<file path="config.mk">
export PLATFORM = sky130hd
export DESIGN_NAME = viewport_pan_zoom_mapper
export DESIGN_NICKNAME = d
export VERILOG_FILES = /design/src/rtl/core/vpzm_pkg.sv /design/src/rtl/core/viewport_pan_zoom_mapper.sv
export SDC_FILE = /design/constraint.sdc
export NUM_CORES = 2
export LEC_CHECK = 0
export BUFFER_PORTS_ARGS = -buffer_cell sky130_fd_sc_hd__buf_2
export CORE_UTILIZATION = 60
export CTS_BUF_LIST = sky130_fd_sc_hd__clkbuf_4 sky130_fd_sc_hd__clkbuf_8
export DETAILED_ROUTE_END_ITERATION = 12
export GPL_ROUTABILITY_DRIVEN = 0
export MAX_ROUTING_LAYER = met4
export PLACE_DENSITY = 0.87
export SETUP_SLACK_MARGIN = 0.2
export SKIP_CTS_REPAIR_TIMING = 1
export SLEW_MARGIN = 20
export SYNTH_ARGS = -nofsm -noshare
export SYNTH_HDL_FRONTEND = slang
export SYNTH_SLANG_ARGS = --single-unit
</file>
<file path="constraint.sdc">
create_clock -name clk -period 16.4 [get_ports clk]
set_input_delay 0.82 -clock clk [delete_from_list [all_inputs] [get_ports clk]]
set_output_delay 0.82 -clock clk [all_outputs]
set_load 0.05 [all_outputs]
</file>
<file path="src/rtl/core/vpzm_pkg.sv">
// Shared types and constants for the viewport pan and zoom mapper.
package vpzm_pkg;

	localparam int KIND_W  = 3;
	localparam int PIX_W   = 16;
	localparam int SIZE_W  = 11;
	localparam int COORD_W = 32;
	localparam int REST_W  = 12;
	// dividend of the shared divider: remainder minus drag, or an anchor pixel
	localparam int DIV_W   = 18;
	localparam int DVSR_W  = 12;
	localparam int CNT_W   = $clog2(DIV_W);

	localparam int IN_DATA_W  = 144;
	localparam int OUT_DATA_W = 208;

	localparam logic [DVSR_W-1:0] CELL_SIZE_CAP = DVSR_W'(1024);

	localparam logic [KIND_W-1:0] KIND_PAN       = 3'd0;
	localparam logic [KIND_W-1:0] KIND_END_PAN   = 3'd1;
	localparam logic [KIND_W-1:0] KIND_ZOOM_IN   = 3'd2;
	localparam logic [KIND_W-1:0] KIND_ZOOM_OUT  = 3'd3;
	localparam logic [KIND_W-1:0] KIND_ZOOM_SIZE = 3'd4;
	localparam logic [KIND_W-1:0] KIND_TO_BOARD  = 3'd5;
	localparam logic [KIND_W-1:0] KIND_TO_SCREEN = 3'd6;

	localparam logic REG_LARGEST  = 1'b0;
	localparam logic REG_SMALLEST = 1'b1;

	typedef logic [SIZE_W-1:0]         size_t;
	typedef logic [COORD_W-1:0]        coord_t;
	typedef logic signed [DIV_W-1:0]   quo_t;
	typedef logic signed [REST_W-1:0]  rest_t;

endpackage

</file>
<file path="src/rtl/core/viewport_pan_zoom_mapper.sv">
// Viewport pan and zoom mapper: origin, cell size and pan remainders with screen/board mapping.
//
// One transaction in, one result out. All divisions go through a single
// restoring divider that retires one quotient bit per cycle, with a load and a
// store state around each division. Pan and screen-to-board use two divisions,
// an accepted zoom uses four, and board-to-screen uses the shared multiplier
// twice; end pan, a refused zoom and an unused kind go from decode straight to
// finish. s_tready rises at the same edge as m_tvalid. s_tready is high only
// while no transaction is in work; a finished result waits in the output
// register and the next transaction can be taken meanwhile, but its own result
// holds until that register is free.
module viewport_pan_zoom_mapper #(
	parameter int START_CELL_SIZE = 16
) (
	input  logic                                 clk,
	input  logic                                 arst_n,
	input  logic                                 cfg_we,
	input  logic                                 cfg_index,
	input  logic [vpzm_pkg::SIZE_W-1:0]          cfg_data,
	input  logic                                 s_tvalid,
	output logic                                 s_tready,
	// drag_dx[15:0], drag_dy[31:16], pixel_x[47:32], pixel_y[63:48],
	// target_cell_size[74:64], cell_x[106:75], cell_y[138:107], zero fill
	input  logic [vpzm_pkg::IN_DATA_W-1:0]       s_tdata,
	// kind[2:0]
	input  logic [vpzm_pkg::KIND_W-1:0]          s_tuser,
	output logic                                 m_tvalid,
	input  logic                                 m_tready,
	// zoom_done[0], mapped_board_x[32:1], mapped_board_y[64:33],
	// mapped_screen_x[96:65], mapped_screen_y[128:97], origin_x[160:129],
	// origin_y[192:161], current_cell_size[203:193], zero fill
	output logic [vpzm_pkg::OUT_DATA_W-1:0]      m_tdata
);

	localparam logic [2:0] ST_IDLE   = 3'd0;
	localparam logic [2:0] ST_DECODE = 3'd1;
	localparam logic [2:0] ST_MUL    = 3'd2;
	localparam logic [2:0] ST_LOAD   = 3'd3;
	localparam logic [2:0] ST_ITER   = 3'd4;
	localparam logic [2:0] ST_STORE  = 3'd5;
	localparam logic [2:0] ST_FINISH = 3'd6;

	localparam int DW = vpzm_pkg::DIV_W;
	localparam int VW = vpzm_pkg::DVSR_W;
	localparam int CW = vpzm_pkg::COORD_W;

	logic [2:0] state_q;

	// configuration
	vpzm_pkg::size_t largest_q, smallest_q;

	// viewport state
	vpzm_pkg::coord_t origin_x_q, origin_y_q;
	vpzm_pkg::size_t  cell_q;
	vpzm_pkg::rest_t  rest_x_q, rest_y_q;

	// captured transaction
	logic [vpzm_pkg::KIND_W-1:0]     kind_q;
	logic signed [vpzm_pkg::PIX_W-1:0] dx_q, dy_q, px_q, py_q;
	vpzm_pkg::size_t                 target_q;
	vpzm_pkg::coord_t                bx_q, by_q;

	// sequencer
	logic [1:0]      step_q;
	logic            zoom_ok_q;
	logic [VW-1:0]   new_size_q;
	vpzm_pkg::quo_t  quo_q [4];
	vpzm_pkg::rest_t rem_q [2];
	vpzm_pkg::coord_t mul_q [2];

	// divider
	logic [DW-1:0]                 dmag_q;
	logic [VW-1:0]                 drem_q;
	logic [VW-1:0]                 dvsr_q;
	logic                          dneg_q;
	logic [vpzm_pkg::CNT_W-1:0]    cnt_q;

	// output register
	logic                                  out_valid_q;
	logic [vpzm_pkg::OUT_DATA_W-1:0]       out_data_q;

	logic                  is_zoom;
	logic                  last_step;
	logic [VW-1:0]         cell_ext;
	logic [VW-1:0]         cell_dvsr;
	logic [VW-1:0]         zoom_cand;
	logic                  zoom_ok;
	logic signed [DW-1:0]  dividend;
	logic [VW-1:0]         divisor_sel;
	logic [VW-1:0]         trial;
	logic                  trial_ge;
	vpzm_pkg::quo_t        q_signed;
	vpzm_pkg::rest_t       r_signed;
	vpzm_pkg::coord_t      mul_diff;
	vpzm_pkg::coord_t      mul_prod;
	logic                  out_free;

	vpzm_pkg::coord_t nox, noy, nmbx, nmby, nmsx, nmsy;
	vpzm_pkg::size_t  ncell;
	vpzm_pkg::rest_t  nrx, nry;
	logic             ndone;

	assign s_tready = (state_q == ST_IDLE);
	assign m_tvalid = out_valid_q;
	assign m_tdata  = out_data_q;
	assign out_free = !out_valid_q || m_tready;

	assign is_zoom   = kind_q inside {vpzm_pkg::KIND_ZOOM_IN, vpzm_pkg::KIND_ZOOM_OUT,
		vpzm_pkg::KIND_ZOOM_SIZE};
	assign last_step = is_zoom ? (step_q == 2'd3) : (step_q == 2'd1);
	assign cell_ext  = VW'(cell_q);
	assign cell_dvsr = (cell_q == '0) ? VW'(1) : cell_ext;

	// candidate size; zero stands for a zoom already refused by the limits
	always_comb begin
		zoom_cand = '0;
		case (kind_q)
			vpzm_pkg::KIND_ZOOM_IN: begin
				if (cell_q < largest_q)
					zoom_cand = cell_ext << 1;
			end
			vpzm_pkg::KIND_ZOOM_OUT: begin
				if (cell_q > smallest_q)
					zoom_cand = cell_ext >> 1;
			end
			vpzm_pkg::KIND_ZOOM_SIZE: begin
				zoom_cand = VW'(target_q);
			end
			default: begin
				zoom_cand = '0;
			end
		endcase
	end

	assign zoom_ok = (zoom_cand != '0) && (zoom_cand <= vpzm_pkg::CELL_SIZE_CAP)
		&& (zoom_cand != cell_ext);

	// operand selection for the shared divider
	always_comb begin
		if (kind_q == vpzm_pkg::KIND_PAN) begin
			if (step_q[0])
				dividend = DW'(rest_y_q) - DW'(dy_q);
			else
				dividend = DW'(rest_x_q) - DW'(dx_q);
		end else begin
			if (step_q[0])
				dividend = DW'(py_q);
			else
				dividend = DW'(px_q);
		end
		divisor_sel = step_q[1] ? new_size_q : cell_dvsr;
	end

	assign trial    = {drem_q[VW-2:0], dmag_q[DW-1]};
	assign trial_ge = (trial >= dvsr_q);
	assign q_signed = dneg_q ? -$signed(dmag_q) : $signed(dmag_q);
	assign r_signed = dneg_q ? -$signed(drem_q) : $signed(drem_q);

	assign mul_diff = step_q[0] ? (by_q - origin_y_q) : (bx_q - origin_x_q);
	assign mul_prod = CW'(mul_diff * CW'(cell_q));

	// state update and result of the finished transaction
	always_comb begin
		nox   = origin_x_q;
		noy   = origin_y_q;
		ncell = cell_q;
		nrx   = rest_x_q;
		nry   = rest_y_q;
		ndone = 1'b0;
		nmbx  = '0;
		nmby  = '0;
		nmsx  = '0;
		nmsy  = '0;
		case (kind_q)
			vpzm_pkg::KIND_PAN: begin
				nox = origin_x_q + CW'(quo_q[0]);
				noy = origin_y_q + CW'(quo_q[1]);
				nrx = rem_q[0];
				nry = rem_q[1];
			end
			vpzm_pkg::KIND_END_PAN: begin
				nrx = '0;
				nry = '0;
			end
			vpzm_pkg::KIND_ZOOM_IN, vpzm_pkg::KIND_ZOOM_OUT, vpzm_pkg::KIND_ZOOM_SIZE: begin
				if (zoom_ok_q) begin
					nox   = origin_x_q + CW'(quo_q[0]) - CW'(quo_q[2]);
					noy   = origin_y_q + CW'(quo_q[1]) - CW'(quo_q[3]);
					ncell = vpzm_pkg::SIZE_W'(new_size_q);
					nrx   = '0;
					nry   = '0;
					ndone = 1'b1;
				end
			end
			vpzm_pkg::KIND_TO_BOARD: begin
				nmbx = origin_x_q + CW'(quo_q[0]);
				nmby = origin_y_q + CW'(quo_q[1]);
			end
			vpzm_pkg::KIND_TO_SCREEN: begin
				nmsx = mul_q[0];
				nmsy = mul_q[1];
			end
			default: begin
				ndone = 1'b0;
			end
		endcase
	end

	always_ff @(posedge clk or negedge arst_n) begin
		if (!arst_n) begin
			state_q     <= ST_IDLE;
			largest_q   <= vpzm_pkg::SIZE_W'(64);
			smallest_q  <= vpzm_pkg::SIZE_W'(1);
			origin_x_q  <= '0;
			origin_y_q  <= '0;
			cell_q      <= vpzm_pkg::SIZE_W'(START_CELL_SIZE);
			rest_x_q    <= '0;
			rest_y_q    <= '0;
			step_q      <= '0;
			zoom_ok_q   <= 1'b0;
			cnt_q       <= '0;
			out_valid_q <= 1'b0;
		end else begin
			if (cfg_we) begin
				if (cfg_index == vpzm_pkg::REG_LARGEST)
					largest_q <= cfg_data;
				else
					smallest_q <= cfg_data;
			end

			// load a finished result, else drop the one just taken
			if (state_q == ST_FINISH && out_free)
				out_valid_q <= 1'b1;
			else if (m_tready)
				out_valid_q <= 1'b0;

			case (state_q)
				ST_IDLE: begin
					if (s_tvalid) begin
						step_q  <= '0;
						state_q <= ST_DECODE;
					end
				end
				ST_DECODE: begin
					zoom_ok_q <= zoom_ok;
					case (kind_q)
						vpzm_pkg::KIND_PAN, vpzm_pkg::KIND_TO_BOARD: begin
							state_q <= ST_LOAD;
						end
						vpzm_pkg::KIND_ZOOM_IN, vpzm_pkg::KIND_ZOOM_OUT,
						vpzm_pkg::KIND_ZOOM_SIZE: begin
							state_q <= zoom_ok ? ST_LOAD : ST_FINISH;
						end
						vpzm_pkg::KIND_TO_SCREEN: begin
							state_q <= ST_MUL;
						end
						default: begin
							state_q <= ST_FINISH;
						end
					endcase
				end
				ST_MUL: begin
					step_q <= step_q + 2'd1;
					if (step_q[0])
						state_q <= ST_FINISH;
				end
				ST_LOAD: begin
					cnt_q   <= '0;
					state_q <= ST_ITER;
				end
				ST_ITER: begin
					cnt_q <= cnt_q + 1'b1;
					if (cnt_q == vpzm_pkg::CNT_W'(DW - 1))
						state_q <= ST_STORE;
				end
				ST_STORE: begin
					if (last_step) begin
						state_q <= ST_FINISH;
					end else begin
						step_q  <= step_q + 2'd1;
						state_q <= ST_LOAD;
					end
				end
				ST_FINISH: begin
					// hold until the output register is free
					if (out_free) begin
						origin_x_q  <= nox;
						origin_y_q  <= noy;
						cell_q      <= ncell;
						rest_x_q    <= nrx;
						rest_y_q    <= nry;
						state_q     <= ST_IDLE;
					end
				end
				default: begin
					state_q <= ST_IDLE;
				end
			endcase
		end
	end

	// payload and datapath registers
	always_ff @(posedge clk) begin
		if (state_q == ST_IDLE && s_tvalid) begin
			kind_q   <= s_tuser;
			dx_q     <= s_tdata[15:0];
			dy_q     <= s_tdata[31:16];
			px_q     <= s_tdata[47:32];
			py_q     <= s_tdata[63:48];
			target_q <= s_tdata[74:64];
			bx_q     <= s_tdata[106:75];
			by_q     <= s_tdata[138:107];
		end
		if (state_q == ST_DECODE)
			new_size_q <= zoom_cand;
		if (state_q == ST_MUL)
			mul_q[step_q[0]] <= mul_prod;
		if (state_q == ST_LOAD) begin
			dneg_q <= dividend[DW-1];
			dmag_q <= dividend[DW-1] ? DW'(-dividend) : DW'(dividend);
			drem_q <= '0;
			dvsr_q <= divisor_sel;
		end
		if (state_q == ST_ITER) begin
			// one restoring step: shift in the next dividend bit, subtract if it fits
			drem_q <= trial_ge ? (trial - dvsr_q) : trial;
			dmag_q <= {dmag_q[DW-2:0], trial_ge};
		end
		if (state_q == ST_STORE) begin
			quo_q[step_q] <= q_signed;
			if (!step_q[1])
				rem_q[step_q[0]] <= r_signed;
		end
		if (state_q == ST_FINISH && out_free) begin
			out_data_q <= {4'b0, ncell, noy, nox, nmsy, nmsx, nmby, nmbx, ndone};
		end
	end

endmodule
</file>
==> impl_results.md <==
* CTS sink cnt at 694
* CP endpoint: mul_q[0][31]
* Critical path arrival at 10.45 ns
* EDFF count, synth at 561
* Seq/Total Area, Yosys at 43.38%
* Synth-to-Final Area Change at 11.44%
* Worst Skew at 0.06827 ns
* Max-cap violations at 0
* Antenna violations before repair at 6
* Crit. Startpoint: origin_y_q[1]
* Area leader, netlist: edfxtp_1
* First-pass GRT wire length at 188.7 mm
* Critical path's top delay family: adder cells
* Filler cell count in the final layout at 5458
* Hold Vio Cnt, Final at 0
* CTS Root Cell: clkbuf_8
* Crit path buffers/inverters at 4
* Synth unique cells at 90
* Chip Width at 280.4 um
* HPWL Detailed at 89.07 mm
* Reg2Reg Depth at 35
* Tmin final at 9.988 ns
* Critical Path Slowest Stage Cell: a21oi_1
* Largest fanout on the critical path at 11
* Asr flop ratio synth at 19.16%
* # setup viols final at 0
* Total Neg Setup Slack at 0 ns
* Worst R2R Setup Slack at 6.41 ns
* Syn Std Cell Area at 46510 um2
* Initial DRC Count at 3953
* Post-Syn Area per Cell at 10.43 um2
* Final period utilization at 60.90%
* CP endpoint kind: flop
* Drt pass-1 iters at 7
* Layout Cells excl Fill at 5949
* Io pins at 374
* Detailed-route via count at 35537
* Commonest non-fill, non-tap cell in the layout: edfxtp_1
* Placed cells at 5734
* Antenna-violating nets left at 0
* Fmax at 100.1 MHz
* Port bufs at 364
* Syn. warnings at 0
* Wire per inst at 20.61 um
* Share of the synthesized area in the top cell type at 36.22%
* Worst-path clk slew at 0.07 ns
* CTS tree: built
* Die Ht at 280.4 um
* DRC viols at 0
* Critical path's most frequent cell: fa_1
* Synth top area cells: edfxtp_1 36%, fa_1 9.8%, ha_1 8.3%, dfrtp_1 7.0%, inv_1 4.3%
* Crit Path Class: reg -> reg
* Final WL at 122.6 mm
* Final #Nets at 5521
* Final Max Tran Viols at 0
* Slew @ Worst Pin at 1.130 ns
* Total die area at 78640 um2
* Synthesized flop and latch total at 694
* Largest net degree at the start of global routing at 94
* Unrepaired setup endpoints after global routing: false
* Outcome: complete, no violations
* Post-Synthesis Cells at 4458
* Most frequent cells in the layout: 561 x edfxtp_1, 535 x inv_1, 502 x nand2_1
* Number of H-tree levels at 3
* WP data required at 16.87 ns
* Vias in the first global route at 35092
* Slew HR at 24.67%
* Clk_lat worst skew at 0.78 ns
* RR Endpoint: mul_q[0][31]
* GR Overflow Total at 0
* Hold WC Path Type: in -> async
* TritonCTS buffer count at 112
* CTS max path bufs at 3
* Core ar. at 76330 um2
* Initial Utilization at 60.94%
* Worst setup SP type: flop
* FP Rows at 101
* Reg2Reg Launch Point: origin_y_q[1]
* Layout cells sized above 1 at 14.25%
* Vias per cell at 5.974
* Top_reg_cell synth: edfxtp_1
* Worst path max stage delay at 0.79 ns
* Crit path depth at 35
* GR Util All Layers at 32.04%
how the worst min path moves through the flow:
stage          cells past startpoint        start  slack (ns)             to
2_1_floorplan                      2  rest_x_q[0]        0.45    rest_x_q[0]
4_1_cts                            1       arst_n        0.08  smallest_q[8]
3_5_place_dp                       2  rest_y_q[0]        0.47    rest_y_q[0]
6_report                           1       arst_n        0.06   largest_q[9]
5_1_grt                            1       arst_n        0.10      cell_q[8]
3_3_place_gp                       2  rest_x_q[0]        0.47    rest_x_q[0]
sequential cells by signal, indices dropped and copies added, names as in the netlist, 18 cells and up:
name	count
m_tdata	204
quo_q	72
mul_q	64
bx_q	32
by_q	32
origin_x_q	32
origin_y_q	32
rem_q	24
dmag_q	18
cell families after synthesis:
| family | synth area share (%) |
|---|---|
| DFF | 43.38 |
| other | 0.008063 |
| xor gates and xnor gates | 5.437 |
| muxes | 1.512 |
| adders and majority gates | 18.13 |
| buffers and inverters | 5.690 |
| and+or+nand+nor | 12.51 |
| AOI/OAI and AO/OA | 13.33 |
metal layers:
metal	vias up	routed length [um]	part of all wire, %	GRT usage [%]
li1	16102	-	-	-
met1	17000	46570	38	39.78
met2	2016	57150	47	50.19
met3	419	11850	9.7	5.912
met4	0	7008	5.7	16.69
met5	-	0	0	-
metrics by stage:
stage | hold WS, ns | util [%] | instance area [um2] | setup slack, ns
finish | 0.05560 | 67.90 | 51830 | 6.412
global route | 0.1038 | 67.90 | 51820 | 5.926
CTS | 0.08397 | 67.82 | 51760 | 6.510
detailed placement | 0.4743 | 64.70 | 49390 | 6.616
global placement | 0.4705 | 64.70 | 49390 | 6.810
floorplan | 0.4498 | - | 46520 | 8.082
worst register-to-register path, delay by kind of cell (launching register included):
family	cells	cell delay, ns
AO/OA/AOI/OAI	9	2.81
XOR/XNOR	4	1.19
adder cells (fa/ha/maj)	7	3.25
buffers and inverters	4	0.24
flip-flops	1	0.52
AND/OR/NAND/NOR	11	1.65
Yosys cell counts (41+ instances only):
master / count
clkbuf_1: 141
a21o_1: 118
ha_1: 309
fa_1: 228
a21oi_1: 240
a22oi_1: 41
xor2_1: 95
nor2_1: 203
nor3_1: 43
dfrtp_1: 130
xnor2_1: 186
o21ai_0: 254
nand2_1: 503
inv_1: 537
nand2b_1: 53
and2_1: 222
o21bai_1: 48
nand3_1: 52
edfxtp_1: 561
layout make-up:
class | instances | area [um2] | share of cell area (%)
repair buffers | 407 | 2191 | 4.227
inverters | 538 | 2027 | 3.911
multi-input cells | 3067 | 23750 | 45.83
clock inverters | 52 | 454.2 | 0.8763
clock buffers | 156 | 1922 | 3.708
flip-flops and latches | 694 | 20180 | 38.94
well taps | 1030 | 1289 | 2.486
diodes | 5 | 12.51 | 0.02414
Power is not shown: default switching activity piles up to over one toggle a cycle in this logic, so the estimate is an artifact.
